<file path="config.mk">
export PLATFORM = sky130hd
export DESIGN_NAME = frame_completion_tracker_unit_flat
export DESIGN_NICKNAME = d
export VERILOG_FILES = /design/src/hdl/fct_pkg.sv /design/src/hdl/fct_item_if.sv /design/src/hdl/fct_result_if.sv /design/src/hdl/fct_cfg_if.sv /design/src/hdl/frame_completion_tracker_unit.sv /design/src/hdl/fct_queue.sv /design/src/hdl/fct_front.sv /design/src/hdl/fct_back.sv /design/src/flat_wrapper.sv
export VERILOG_INCLUDE_DIRS = /design/src /design/src/hdl
export SDC_FILE = /design/constraint.sdc
export NUM_CORES = 2
export LEC_CHECK = 0
export ABC_AREA = 1
export BUFFER_PORTS_ARGS = -buffer_cell sky130_fd_sc_hd__buf_2
export CORE_ASPECT_RATIO = 1.2
export CORE_UTILIZATION = 40
export CTS_CLUSTER_DIAMETER = 60
export DETAILED_ROUTE_END_ITERATION = 16
export HOLD_SLACK_MARGIN = 0.15
export PLACE_DENSITY = 0.63
export REMOVE_ABC_BUFFERS = 1
export SYNTH_ARGS = -nofsm -noshare
export SYNTH_HDL_FRONTEND = slang
export SYNTH_SLANG_ARGS = --single-unit
export TNS_END_PERCENT = 50
</file>
<file path="constraint.sdc">
create_clock -name i_clk -period 12.6 [get_ports i_clk]
set_input_delay 0.63 -clock i_clk [delete_from_list [all_inputs] [get_ports i_clk]]
set_output_delay 0.63 -clock i_clk [all_outputs]
set_load 0.05 [all_outputs]
</file>
<file path="src/hdl/frame_completion_tracker_unit_assert.svh">
// ----------------------------------------------------------------------------
// Frame completion tracker assertion macros
// Concurrent assertion forms used by the tracker back end.
// ----------------------------------------------------------------------------
`ifndef FRAME_COMPLETION_TRACKER_UNIT_ASSERT_SVH
`define FRAME_COMPLETION_TRACKER_UNIT_ASSERT_SVH

// invariant checked at every edge outside reset
`define FCT_ASSERT_HOLDS(label, clk, rst_n, expr) \
    label: assert property (@(posedge clk) disable iff (!rst_n) (expr)) \
        else $error("frame completion tracker invariant violated");

// consequence checked in the cycle after the antecedent
`define FCT_ASSERT_NEXT(label, clk, rst_n, ante, cons) \
    label: assert property (@(posedge clk) disable iff (!rst_n) (ante) |=> (cons)) \
        else $error("frame completion tracker sequence violated");

`endif

</file>
<file path="src/hdl/fct_pkg.sv">
// ----------------------------------------------------------------------------
// Frame completion tracker package
// Field widths, register indexes, item modes and internal command codes.
// ----------------------------------------------------------------------------
package fct_pkg;

    localparam int COUNT_W         = 31;
    localparam int FRAME_W         = 31;
    localparam int MODE_W          = 2;
    localparam int CFG_IDX_W       = 2;
    localparam int CFG_DATA_W      = 31;
    localparam int DEF_FRAME_SLOTS = 1024;
    localparam int DEF_QUEUE_DEPTH = 2;

    localparam logic [COUNT_W-1:0] COUNT_MAX = {COUNT_W{1'b1}};

    localparam logic [CFG_IDX_W-1:0] CFG_IDX_START = 2'd0;
    localparam logic [CFG_IDX_W-1:0] CFG_IDX_REF   = 2'd1;

    typedef enum logic [MODE_W-1:0] {
        MODE_MARK  = 2'd0,
        MODE_START = 2'd1,
        MODE_END   = 2'd2,
        MODE_CLEAR = 2'd3
    } t_mode;

    localparam int OP_W = 3;

    typedef enum logic [OP_W-1:0] {
        OP_MARK   = 3'd0,
        OP_START  = 3'd1,
        OP_END    = 3'd2,
        OP_CLEAR  = 3'd3,
        OP_REJECT = 3'd4
    } t_op;

    typedef struct packed {
        logic                  valid;
        logic [CFG_IDX_W-1:0]  index;
        logic [CFG_DATA_W-1:0] data;
    } t_cfg_wr;

endpackage

</file>
<file path="src/hdl/fct_item_if.sv">
// ----------------------------------------------------------------------------
// Frame completion tracker item channel
// Valid/ready channel carrying one tracker event.
// ----------------------------------------------------------------------------
interface fct_item_if;
    import fct_pkg::*;

    logic               valid;
    logic               ready;
    logic [MODE_W-1:0]  mode;
    logic [FRAME_W-1:0] frame_index;

    modport source (output valid, output mode, output frame_index, input ready);
    modport sink   (input valid, input mode, input frame_index, output ready);
endinterface

</file>
<file path="src/hdl/fct_result_if.sv">
// ----------------------------------------------------------------------------
// Frame completion tracker result channel
// Valid/ready channel carrying counters and flags after each event.
// ----------------------------------------------------------------------------
interface fct_result_if;
    import fct_pkg::*;

    logic               valid;
    logic               ready;
    logic [COUNT_W-1:0] latest_count;
    logic [COUNT_W-1:0] complete_count;
    logic               in_progress;
    logic               index_error;

    modport source (output valid, output latest_count, output complete_count,
                    output in_progress, output index_error, input ready);
    modport sink   (input valid, input latest_count, input complete_count,
                    input in_progress, input index_error, output ready);
endinterface

</file>
<file path="src/hdl/fct_cfg_if.sv">
// ----------------------------------------------------------------------------
// Frame completion tracker configuration channel
// Valid/ready register write channel: index and data.
// ----------------------------------------------------------------------------
interface fct_cfg_if;
    import fct_pkg::*;

    logic                  valid;
    logic                  ready;
    logic [CFG_IDX_W-1:0]  index;
    logic [CFG_DATA_W-1:0] data;

    modport source (output valid, output index, output data, input ready);
    modport sink   (input valid, input index, input data, output ready);
endinterface

</file>
<file path="src/hdl/frame_completion_tracker_unit.sv">
// ----------------------------------------------------------------------------
// Frame completion tracker
// Bitmap of written frames with latest and contiguous-complete counters.
// ----------------------------------------------------------------------------
// After reset the bitmap memory is cleared one entry per cycle; items are
// held off during that time while register writes are taken. Events pass a
// classifier into a queue of QUEUE_DEPTH entries (two by default), and the
// executor then handles one at a time from a bitmap memory with one write
// port and one read port: an end-series or rejected mark goes straight to
// the result register; a mark that leaves the contiguous prefix where it
// was passes the sum and compare steps; one that extends it first scans on
// over each further written frame, up to the end of the bitmap, before
// those steps; a start-series or clear sweeps the memory. Each event also
// waits while the previous result is still held in the result register.
// The queue and the result register let the next events be accepted while
// a result waits.
module frame_completion_tracker_unit #(
    parameter int FRAME_SLOTS = fct_pkg::DEF_FRAME_SLOTS,
    parameter int QUEUE_DEPTH = fct_pkg::DEF_QUEUE_DEPTH
) (
    input  logic         i_clk,
    input  logic         i_rst_n,
    fct_cfg_if.sink      i_cfg,
    fct_item_if.sink     i_item,
    fct_result_if.source o_result
);
    import fct_pkg::*;

    localparam int AW = $clog2(FRAME_SLOTS);
    localparam int QW = OP_W + AW;

    t_cfg_wr       cfg_wr;
    logic          init_busy;
    logic          push;
    logic          push_ready;
    t_op           push_op;
    logic [AW-1:0] push_pos;
    logic          pop_valid;
    logic          pop_ready;
    logic [QW-1:0] pop_data;

    assign i_cfg.ready  = 1'b1;
    assign cfg_wr.valid = i_cfg.valid;
    assign cfg_wr.index = i_cfg.index;
    assign cfg_wr.data  = i_cfg.data;

    fct_front #(
        .FRAME_SLOTS (FRAME_SLOTS)
    ) u_front (
        .i_clk        (i_clk),
        .i_rst_n      (i_rst_n),
        .i_item       (i_item),
        .i_cfg_wr     (cfg_wr),
        .i_init_busy  (init_busy),
        .o_push       (push),
        .i_push_ready (push_ready),
        .o_push_op    (push_op),
        .o_push_pos   (push_pos)
    );

    fct_queue #(
        .DATA_W (QW),
        .DEPTH  (QUEUE_DEPTH)
    ) u_queue (
        .i_clk        (i_clk),
        .i_rst_n      (i_rst_n),
        .i_push       (push),
        .i_push_data  ({push_op, push_pos}),
        .o_push_ready (push_ready),
        .i_pop        (pop_ready),
        .o_pop_valid  (pop_valid),
        .o_pop_data   (pop_data)
    );

    fct_back #(
        .FRAME_SLOTS (FRAME_SLOTS)
    ) u_back (
        .i_clk       (i_clk),
        .i_rst_n     (i_rst_n),
        .i_cfg_wr    (cfg_wr),
        .i_cmd_valid (pop_valid),
        .o_cmd_ready (pop_ready),
        .i_cmd_op    (t_op'(pop_data[QW-1:AW])),
        .i_cmd_pos   (pop_data[AW-1:0]),
        .o_init_busy (init_busy),
        .o_result    (o_result)
    );
endmodule

</file>
<file path="src/hdl/fct_queue.sv">
// ----------------------------------------------------------------------------
// Frame completion tracker command queue
// Small circular FIFO between the classifier and the executor.
// ----------------------------------------------------------------------------
module fct_queue #(
    parameter int DATA_W = 8,
    parameter int DEPTH  = 2
) (
    input  logic              i_clk,
    input  logic              i_rst_n,
    input  logic              i_push,
    input  logic [DATA_W-1:0] i_push_data,
    output logic              o_push_ready,
    input  logic              i_pop,
    output logic              o_pop_valid,
    output logic [DATA_W-1:0] o_pop_data
);
    localparam int PTR_W = $clog2(DEPTH);
    localparam int CNT_W = $clog2(DEPTH + 1);
    localparam logic [PTR_W-1:0] LAST_PTR = PTR_W'(DEPTH - 1);
    localparam logic [CNT_W-1:0] FULL_CNT = CNT_W'(DEPTH);

    logic [DATA_W-1:0] r_entry [DEPTH];
    logic [PTR_W-1:0]  r_wr_ptr;
    logic [PTR_W-1:0]  r_rd_ptr;
    logic [CNT_W-1:0]  r_count;
    logic              push_fire;
    logic              pop_fire;

    assign o_push_ready = (r_count != FULL_CNT);
    assign o_pop_valid  = (r_count != '0);
    assign o_pop_data   = r_entry[r_rd_ptr];
    assign push_fire    = i_push && o_push_ready;
    assign pop_fire     = i_pop && o_pop_valid;

    always_ff @(posedge i_clk) begin
        if (push_fire) begin
            r_entry[r_wr_ptr] <= i_push_data;
        end
    end

    always_ff @(posedge i_clk) begin
        if (!i_rst_n) begin
            r_wr_ptr <= '0;
            r_rd_ptr <= '0;
            r_count  <= '0;
        end else begin
            if (push_fire) begin
                r_wr_ptr <= (r_wr_ptr == LAST_PTR) ? '0 : r_wr_ptr + 1'b1;
            end
            if (pop_fire) begin
                r_rd_ptr <= (r_rd_ptr == LAST_PTR) ? '0 : r_rd_ptr + 1'b1;
            end
            if (push_fire && !pop_fire) begin
                r_count <= r_count + 1'b1;
            end else if (pop_fire && !push_fire) begin
                r_count <= r_count - 1'b1;
            end
        end
    end
endmodule

</file>
<file path="src/hdl/fct_front.sv">
// ----------------------------------------------------------------------------
// Frame completion tracker front end
// Accepts events, maps frame indexes to bitmap positions, flags bad ones.
// ----------------------------------------------------------------------------
module fct_front #(
    parameter int FRAME_SLOTS = fct_pkg::DEF_FRAME_SLOTS
) (
    input  logic                             i_clk,
    input  logic                             i_rst_n,
    fct_item_if.sink                         i_item,
    input  fct_pkg::t_cfg_wr                 i_cfg_wr,
    input  logic                             i_init_busy,
    output logic                             o_push,
    input  logic                             i_push_ready,
    output fct_pkg::t_op                     o_push_op,
    output logic [$clog2(FRAME_SLOTS)-1:0]   o_push_pos
);
    import fct_pkg::*;

    localparam int AW = $clog2(FRAME_SLOTS);
    localparam logic [FRAME_W-1:0] SLOTS_F = FRAME_W'(FRAME_SLOTS);

    logic [FRAME_W-1:0] r_ref_index;
    logic [FRAME_W:0]   diff;
    logic               reject;

    assign i_item.ready = i_push_ready && !i_init_busy;
    assign o_push       = i_item.valid && !i_init_busy;
    assign diff         = {1'b0, i_item.frame_index} - {1'b0, r_ref_index};
    assign reject       = diff[FRAME_W] || (diff[FRAME_W-1:0] >= SLOTS_F);
    assign o_push_pos   = diff[AW-1:0];

    always_comb begin
        unique case (t_mode'(i_item.mode))
            MODE_MARK:  o_push_op = reject ? OP_REJECT : OP_MARK;
            MODE_START: o_push_op = OP_START;
            MODE_END:   o_push_op = OP_END;
            MODE_CLEAR: o_push_op = OP_CLEAR;
            default:    o_push_op = OP_END;
        endcase
    end

    always_ff @(posedge i_clk) begin
        if (!i_rst_n) begin
            r_ref_index <= '0;
        end else if (i_cfg_wr.valid && i_cfg_wr.index == CFG_IDX_REF) begin
            r_ref_index <= i_cfg_wr.data;
        end
    end
endmodule

</file>
<file path="src/hdl/fct_back.sv">
// ----------------------------------------------------------------------------
// Frame completion tracker back end
// Owns the written bitmap memory, prefix scan, counters and result register.
// ----------------------------------------------------------------------------
module fct_back #(
    parameter int FRAME_SLOTS = fct_pkg::DEF_FRAME_SLOTS
) (
    input  logic                           i_clk,
    input  logic                           i_rst_n,
    input  fct_pkg::t_cfg_wr               i_cfg_wr,
    input  logic                           i_cmd_valid,
    output logic                           o_cmd_ready,
    input  fct_pkg::t_op                   i_cmd_op,
    input  logic [$clog2(FRAME_SLOTS)-1:0] i_cmd_pos,
    output logic                           o_init_busy,
    fct_result_if.source                   o_result
);
    import fct_pkg::*;

    `include "frame_completion_tracker_unit_assert.svh"

    localparam int AW = $clog2(FRAME_SLOTS);
    localparam int PW = $clog2(FRAME_SLOTS + 1);
    localparam int SW = COUNT_W + 1;
    localparam logic [PW-1:0] SLOTS_P   = PW'(FRAME_SLOTS);
    localparam logic [AW-1:0] LAST_ADDR = AW'(FRAME_SLOTS - 1);

    typedef enum logic [2:0] {
        ST_INIT,
        ST_IDLE,
        ST_SWEEP,
        ST_SCAN_RD,
        ST_SCAN_CHK,
        ST_SUM,
        ST_CMP,
        ST_OUT
    } t_state;

    logic         r_mem [FRAME_SLOTS];
    logic         r_rdata;
    t_state       r_state;
    logic [AW-1:0] r_addr;
    logic [AW-1:0] r_pos;
    logic [PW-1:0] r_prefix;
    logic [COUNT_W-1:0] r_start;
    logic [COUNT_W-1:0] r_latest;
    logic [COUNT_W-1:0] r_complete;
    logic [SW-1:0] r_sum_latest;
    logic [SW-1:0] r_sum_complete;
    logic          r_active;
    logic          r_err;
    logic          r_out_valid;
    logic [COUNT_W-1:0] r_out_latest;
    logic [COUNT_W-1:0] r_out_complete;
    logic          r_out_active;
    logic          r_out_err;

    logic          mem_we;
    logic [AW-1:0] mem_waddr;
    logic          mem_wdata;
    logic [COUNT_W-1:0] sat_latest;
    logic [COUNT_W-1:0] sat_complete;
    logic          out_free;
    logic          scan_hit;

    assign o_cmd_ready = (r_state == ST_IDLE);
    assign o_init_busy = (r_state == ST_INIT);
    assign out_free    = !r_out_valid || o_result.ready;
    assign scan_hit    = (r_state == ST_SCAN_CHK) && r_rdata;

    assign o_result.valid          = r_out_valid;
    assign o_result.latest_count   = r_out_latest;
    assign o_result.complete_count = r_out_complete;
    assign o_result.in_progress    = r_out_active;
    assign o_result.index_error    = r_out_err;

    assign sat_latest   = r_sum_latest[COUNT_W] ? COUNT_MAX : r_sum_latest[COUNT_W-1:0];
    assign sat_complete = r_sum_complete[COUNT_W] ? COUNT_MAX
                                                  : r_sum_complete[COUNT_W-1:0];

    always_comb begin
        mem_we    = 1'b0;
        mem_waddr = r_addr;
        mem_wdata = 1'b0;
        if (r_state == ST_INIT || r_state == ST_SWEEP) begin
            mem_we = 1'b1;
        end else if (r_state == ST_IDLE && i_cmd_valid && i_cmd_op == OP_MARK) begin
            mem_we    = 1'b1;
            mem_waddr = i_cmd_pos;
            mem_wdata = 1'b1;
        end
    end

    always_ff @(posedge i_clk) begin
        if (mem_we) begin
            r_mem[mem_waddr] <= mem_wdata;
        end
        r_rdata <= r_mem[r_prefix[AW-1:0]];
    end

    always_ff @(posedge i_clk) begin
        if (!i_rst_n) begin
            r_state     <= ST_INIT;
            r_addr      <= '0;
            r_prefix    <= '0;
            r_start     <= '0;
            r_latest    <= '0;
            r_complete  <= '0;
            r_active    <= 1'b0;
            r_out_valid <= 1'b0;
        end else begin
            if (r_out_valid && o_result.ready && r_state != ST_OUT) begin
                r_out_valid <= 1'b0;
            end
            if (i_cfg_wr.valid && i_cfg_wr.index == CFG_IDX_START) begin
                r_start    <= i_cfg_wr.data;
                r_latest   <= i_cfg_wr.data;
                r_complete <= i_cfg_wr.data;
            end
            unique case (r_state)
                ST_INIT: begin
                    if (r_addr == LAST_ADDR) begin
                        r_addr  <= '0;
                        r_state <= ST_IDLE;
                    end else begin
                        r_addr <= r_addr + 1'b1;
                    end
                end
                ST_IDLE: begin
                    if (i_cmd_valid) begin
                        r_err <= 1'b0;
                        unique case (i_cmd_op) inside
                            OP_MARK: begin
                                r_pos <= i_cmd_pos;
                                if (PW'(i_cmd_pos) == r_prefix) begin
                                    r_prefix <= r_prefix + 1'b1;
                                    r_state  <= ST_SCAN_RD;
                                end else begin
                                    r_state <= ST_SUM;
                                end
                            end
                            OP_START, OP_CLEAR: begin
                                if (i_cmd_op == OP_START) begin
                                    r_active <= 1'b1;
                                end
                                r_addr   <= '0;
                                r_prefix <= '0;
                                r_state  <= ST_SWEEP;
                            end
                            OP_END: begin
                                r_active <= 1'b0;
                                r_state  <= ST_OUT;
                            end
                            OP_REJECT: begin
                                r_err   <= 1'b1;
                                r_state <= ST_OUT;
                            end
                            default: r_state <= ST_OUT;
                        endcase
                    end
                end
                ST_SWEEP: begin
                    if (r_addr == LAST_ADDR) begin
                        r_addr  <= '0;
                        r_state <= ST_OUT;
                    end else begin
                        r_addr <= r_addr + 1'b1;
                    end
                end
                ST_SCAN_RD: begin
                    r_state <= (r_prefix == SLOTS_P) ? ST_SUM : ST_SCAN_CHK;
                end
                ST_SCAN_CHK: begin
                    if (r_rdata) begin
                        r_prefix <= r_prefix + 1'b1;
                        r_state  <= ST_SCAN_RD;
                    end else begin
                        r_state <= ST_SUM;
                    end
                end
                ST_SUM: begin
                    r_sum_latest   <= {1'b0, r_start} + SW'(r_pos) + 1'b1;
                    r_sum_complete <= {1'b0, r_start} + SW'(r_prefix);
                    r_state        <= ST_CMP;
                end
                ST_CMP: begin
                    if (sat_latest > r_latest) begin
                        r_latest <= sat_latest;
                    end
                    if (r_prefix != '0 && sat_complete > r_complete) begin
                        r_complete <= sat_complete;
                    end
                    r_state <= ST_OUT;
                end
                ST_OUT: begin
                    if (out_free) begin
                        r_out_valid    <= 1'b1;
                        r_out_latest   <= r_latest;
                        r_out_complete <= r_complete;
                        r_out_active   <= r_active;
                        r_out_err      <= r_err;
                        r_state        <= ST_IDLE;
                    end
                end
                default: r_state <= ST_IDLE;
            endcase
        end
    end

    `FCT_ASSERT_HOLDS(a_complete_le_latest, i_clk, i_rst_n, r_complete <= r_latest)
    `FCT_ASSERT_HOLDS(a_prefix_bounded, i_clk, i_rst_n, r_prefix <= SLOTS_P)
    `FCT_ASSERT_NEXT(a_scan_advances, i_clk, i_rst_n, scan_hit, r_prefix == $past(r_prefix) + 1'b1)
endmodule

</file>
<file path="src/flat_wrapper.sv">
// flat-port wrapper written by rule: the top's interface ports become plain ports
module frame_completion_tracker_unit_flat import fct_pkg::*;
#(
    parameter int FRAME_SLOTS = fct_pkg::DEF_FRAME_SLOTS,
    parameter int QUEUE_DEPTH = fct_pkg::DEF_QUEUE_DEPTH
)
  (i_clk, i_rst_n, i_cfg_valid, i_cfg_index, i_cfg_data, i_cfg_ready, i_item_valid, i_item_mode, i_item_frame_index, i_item_ready, o_result_valid, o_result_latest_count, o_result_complete_count, o_result_in_progress, o_result_index_error, o_result_ready);
  fct_cfg_if i_cfg_i ();
  fct_item_if i_item_i ();
  fct_result_if o_result_i ();
  input  logic i_clk;
  input  logic i_rst_n;
  input wire logic [$bits(i_cfg_i.valid)-1:0] i_cfg_valid;
  input wire logic [$bits(i_cfg_i.index)-1:0] i_cfg_index;
  input wire logic [$bits(i_cfg_i.data)-1:0] i_cfg_data;
  output wire logic [$bits(i_cfg_i.ready)-1:0] i_cfg_ready;
  input wire logic [$bits(i_item_i.valid)-1:0] i_item_valid;
  input wire logic [$bits(i_item_i.mode)-1:0] i_item_mode;
  input wire logic [$bits(i_item_i.frame_index)-1:0] i_item_frame_index;
  output wire logic [$bits(i_item_i.ready)-1:0] i_item_ready;
  output wire logic [$bits(o_result_i.valid)-1:0] o_result_valid;
  output wire logic [$bits(o_result_i.latest_count)-1:0] o_result_latest_count;
  output wire logic [$bits(o_result_i.complete_count)-1:0] o_result_complete_count;
  output wire logic [$bits(o_result_i.in_progress)-1:0] o_result_in_progress;
  output wire logic [$bits(o_result_i.index_error)-1:0] o_result_index_error;
  input wire logic [$bits(o_result_i.ready)-1:0] o_result_ready;
  assign i_cfg_i.valid = i_cfg_valid;
  assign i_cfg_i.index = i_cfg_index;
  assign i_cfg_i.data = i_cfg_data;
  assign i_cfg_ready = i_cfg_i.ready;
  assign i_item_i.valid = i_item_valid;
  assign i_item_i.mode = i_item_mode;
  assign i_item_i.frame_index = i_item_frame_index;
  assign i_item_ready = i_item_i.ready;
  assign o_result_valid = o_result_i.valid;
  assign o_result_latest_count = o_result_i.latest_count;
  assign o_result_complete_count = o_result_i.complete_count;
  assign o_result_in_progress = o_result_i.in_progress;
  assign o_result_index_error = o_result_i.index_error;
  assign o_result_i.ready = o_result_ready;
  frame_completion_tracker_unit #(.FRAME_SLOTS(FRAME_SLOTS), .QUEUE_DEPTH(QUEUE_DEPTH)) u_core (.i_clk(i_clk), .i_rst_n(i_rst_n), .i_cfg(i_cfg_i), .i_item(i_item_i), .o_result(o_result_i));
endmodule
</file>
==> out/metrics.json <==
{
  "clk_root_buffer_cell": "sky130_fd_sc_hd__clkbuf_16",
  "die-height_um": 445.6,
  "numCtsBuffers": 147,
  "report.final.slew_viol_count": 0,
  "synth-warning-count": 0,
  "post_synthesis_instance_area_mm2": 0.06559,
  "row_count": 162,
  "hold_sp": "i_cfg_data[21]",
  "number_of_resized_instances_in_the_post_cts_repair_step": 0,
  "slowest_stage": "sky130_fd_sc_hd__dfxtp_1",
  "reg2regPathDepth": 12,
  "synth_common_cells": "1,975 x sky130_fd_sc_hd__nor2_1, 1,887 x sky130_fd_sc_hd__nand2_1, 1,189 x sky130_fd_sc_hd__edfxtp_1",
  "synthToLayoutAreaGrowth_pct": 10.42,
  "grt_max_degree": 281,
  "finalNonFillerCells": 9742,
  "fp.coreArea_mm2": 0.1626,
  "p_leak_nw": 29.37,
  "wire_per_inst_um": 19.53,
  "post-synth-top-count-cell": "sky130_fd_sc_hd__nor2_1",
  "post_synth_num_cell_types": 53,
  "timing.critical_path.cells": "mux2i_1 -> nand2_1 -> nor2_2 -> inv_2 -> nor2_8 -> buf_12 -> nand2_1 -> o21ai_1 -> nand2_1 -> nor2_1 -> nand2_1 -> nor2_1",
  "first_global_vias": 47540,
  "timing.final.hold_violations": 0,
  "number_of_detailed_route_iterations_in_the_first_pass": 9,
  "wl_um": 190300,
  "ys_seq_elements": 1345,
  "worst_slew_margin_rel": 0.1765,
  "detail-route-antenna-nets": 0,
  "cp-end-kind": "flop",
  "critical_path.endpoint": "u_core.u_back.r_mem[177]$_DFFE_PP_",
  "whs_ns": 0.1938,
  "cp.buffers_inverters": 2,
  "reg2reg_capture_point": "u_core.u_back.r_mem[177]$_DFFE_PP_",
  "timing.final.crit_period_ns": 5.055,
  "gp_routability_congestion": 0.9213,
  "synth.top_cells.by_area": "sky130_fd_sc_hd__edfxtp_1 54%, sky130_fd_sc_hd__nor2_1 11%, sky130_fd_sc_hd__nand2_1 11%",
  "synth_cells": 7581,
  "cts_htree_levels": 4,
  "achievable-frequency_mhz": 197.8,
  "path_clk_slew_ns": 0.06,
  "insertion_delay_ns": 0.79,
  "final_layout_size_suffix_gt1_frac": 0.06693,
  "synth_edf_count": 1189,
  "worst-slew-pin-transition_ns": 1.231,
  "final_cycle_utilization_of_the_critical_path": 0.4012,
  "clock-sinks": 1345,
  "cts-hold-fix-buffers": 11,
  "synth_top_flop_cell": "sky130_fd_sc_hd__edfxtp_1",
  "power_density_of_the_placed_cells_mw_per_mm2": 127.8,
  "startpoint_type": "flop",
  "slowest_delay_ns": 0.79,
  "post-route-drc-count": 0,
  "grt_overflow_total": 0,
  "post_cts.repair.setup_buffers": 0,
  "timing.final.setup_violations": 0,
  "cp_data_required_time_ns": 13.07,
  "power.ir.vdd_worst_uv": 133.6,
  "worstSetupPathType": "reg -> reg",
  "number_of_i_o_pins": 138,
  "initial_core_util": 0.4035,
  "yosysTopAreaCell": "sky130_fd_sc_hd__edfxtp_1",
  "grt_antenna_before_repair": 6,
  "die_area_mm2": 0.1656,
  "timing.critical_path.mode_cell": "sky130_fd_sc_hd__nand2_1",
  "share_clk_of_total_power": 0.449,
  "power.share.switching": 0.2171,
  "rsz_0062_raised_after_global_routing": "no",
  "tritoncts_clock_tree": "built",
  "clock_path_buffers": 3,
  "drt-initial-drc-count": 5081,
  "post_synth.cell_area_avg_um2": 8.652,
  "grt_usage": 0.2261,
  "max_cap_viol_count": 0,
  "detailed_place_hpwl_um": 110300,
  "cell_depth_of_the_worst_setup_path": 12,
  "crit_arrival_ns": 5.53,
  "p_int_mw": 7.244,
  "reg2reg_slack_ns": 7.54,
  "port_buffers": 136,
  "final_nets": 7682,
  "die-width_um": 371.7,
  "seq_area_frac_synth": 0.5920,
  "critPathTopFamily": "simple AND/OR/NAND/NOR gates",
  "vias": 50990,
  "filler_cell_count": 15690,
  "fraction_of_registers_with_async_set_or_reset_after_synthesis": 0,
  "clock-skew-final_ns": 0.02551,
  "yosysTopAreaCellShare": 0.5444,
  "dp.cells": 9462,
  "run_status": "finished, final reports clean",
  "vias_per_cell": 5.234,
  "critical_path_peak_fanout": 280,
  "seq_power_share": 0.520,
  "power.switching_mw": 2.009,
  "grt_pass1_wl_um": 284200,
  "proportion_of_power_drawn_by_combinational_gates": 0.031,
  "worstHoldPathType": "in -> reg"
}
==> flip-flops by register name, indices dropped and copies added (netlist names), 2 cells and up, named ones only <==
name,flops
u_core.u_back.r_pos,10
u_core.u_front.r_ref_index,31
u_core.u_back.r_sum_latest,32
u_core.u_back.r_sum_complete,32
u_core.u_back.r_latest,31
u_core.u_back.r_mem,1024
u_core.u_back.r_prefix,11
u_core.u_back.o_result.latest_count,31
u_core.u_back.r_complete,31
u_core.u_back.r_start,31
u_core.u_back.o_result.complete_count,31
u_core.u_queue.r_count,2
u_core.u_back.r_addr,10
u_core.u_queue.r_entry,26
u_core.u_back.r_state,3
==> worst min-delay path by stage <==
stage / to / slack (ns) / cells past startpoint
2_1_floorplan: u_core.u_back.o_result.index_error$_DFFE_PP_ / 0.40 / 0
3_3_place_gp: u_core.u_back.o_result.index_error$_DFFE_PP_ / 0.41 / 0
3_5_place_dp: u_core.u_back.o_result.latest_count[16]$_DFFE_PP_ / 0.42 / 0
4_1_cts: u_core.u_front.r_ref_index[21]$_SDFFE_PN0P_ / 0.15 / 3
5_1_grt: u_core.u_front.r_ref_index[21]$_SDFFE_PN0P_ / 0.18 / 3
6_report: u_core.u_front.r_ref_index[21]$_SDFFE_PN0P_ / 0.19 / 3
==> worst min-delay path, delay by kind of cell <==
family | cells | cell delay [ns]
AOI/OAI and AO/OA | 2 | 0.21
buffers and inverters | 1 | 0.10
==> metrics by stage <==
stage	util	setup TNS (ns)	setup slack, ns	power (mW)	instance area, µm²
after floorplan	-	-704.83	-15.44	5.078	63620
after global placement	0.4168	0	7.728	5.184	67750
after detailed placement	0.4168	0	7.604	5.188	67750
after CTS	0.4454	0	7.548	9.292	72410
after global routing	0.4455	0	7.049	9.480	72420
final	0.4455	0	7.545	9.253	72420
==> cells by family (layout without fill, tap and decap cells) <==
family                     after synthesis  after routing  share of synthesized area
and+or+nand+nor                       4186           4186                     0.2485
DFF                                   1345           1345                     0.5920
buffers and inverters                 1085           1109                    0.06543
AOI/OAI and AO/OA                      758            758                    0.05919
adders and majority gates              121            121                    0.02343
xor gates and xnor gates                83             83                    0.01108
muxes                                    2              2                  0.0003243
other                                    1              6                 0.00005717
==> cell type report <==
cell class	instances	area [µm²]	share of cell area
repair buffers	225	1426	0.01970
clock buffers	199	4000	0.05523
multi-input cells	5151	22590	0.3119
diodes	5	12.51	0.0001728
inverters	620	2344	0.03236
clock inverters	65	548.0	0.007567
flip-flops and latches	1345	38830	0.5362
well taps	2132	2668	0.03683
==> power groups by stage <==
| stage | clock, mW | sequential (mW) | combinational [mW] |
|---|---|---|---|
| finish | 4.15 | 4.81 | 0.286 |
| global route | 4.35 | 4.81 | 0.315 |
| CTS | 4.19 | 4.81 | 0.285 |
| detailed placement | 0 | 4.91 | 0.279 |
| global placement | 0 | 4.91 | 0.276 |
| floorplan | 0 | 4.90 | 0.174 |
==> cell usage in the layout, fill, tap and decap left out, drive strengths merged, types with 118 or more instances in the layout <==
master,count
a21oi,190
buf,214
clkbuf,199
dfxtp,156
edfxtp,1189
ha,118
inv,627
nand2,1890
nand3,194
nor2,1985
o21ai,539
==> per-layer routing <==
layer / track usage / wire [µm]
met3: 0.02883 / 12720
met2: 0.3874 / 93200
met4: 0.1122 / 9152
met5: 0 / 191
met1: 0.2793 / 75030
Power figures use the tool's default switching activity.
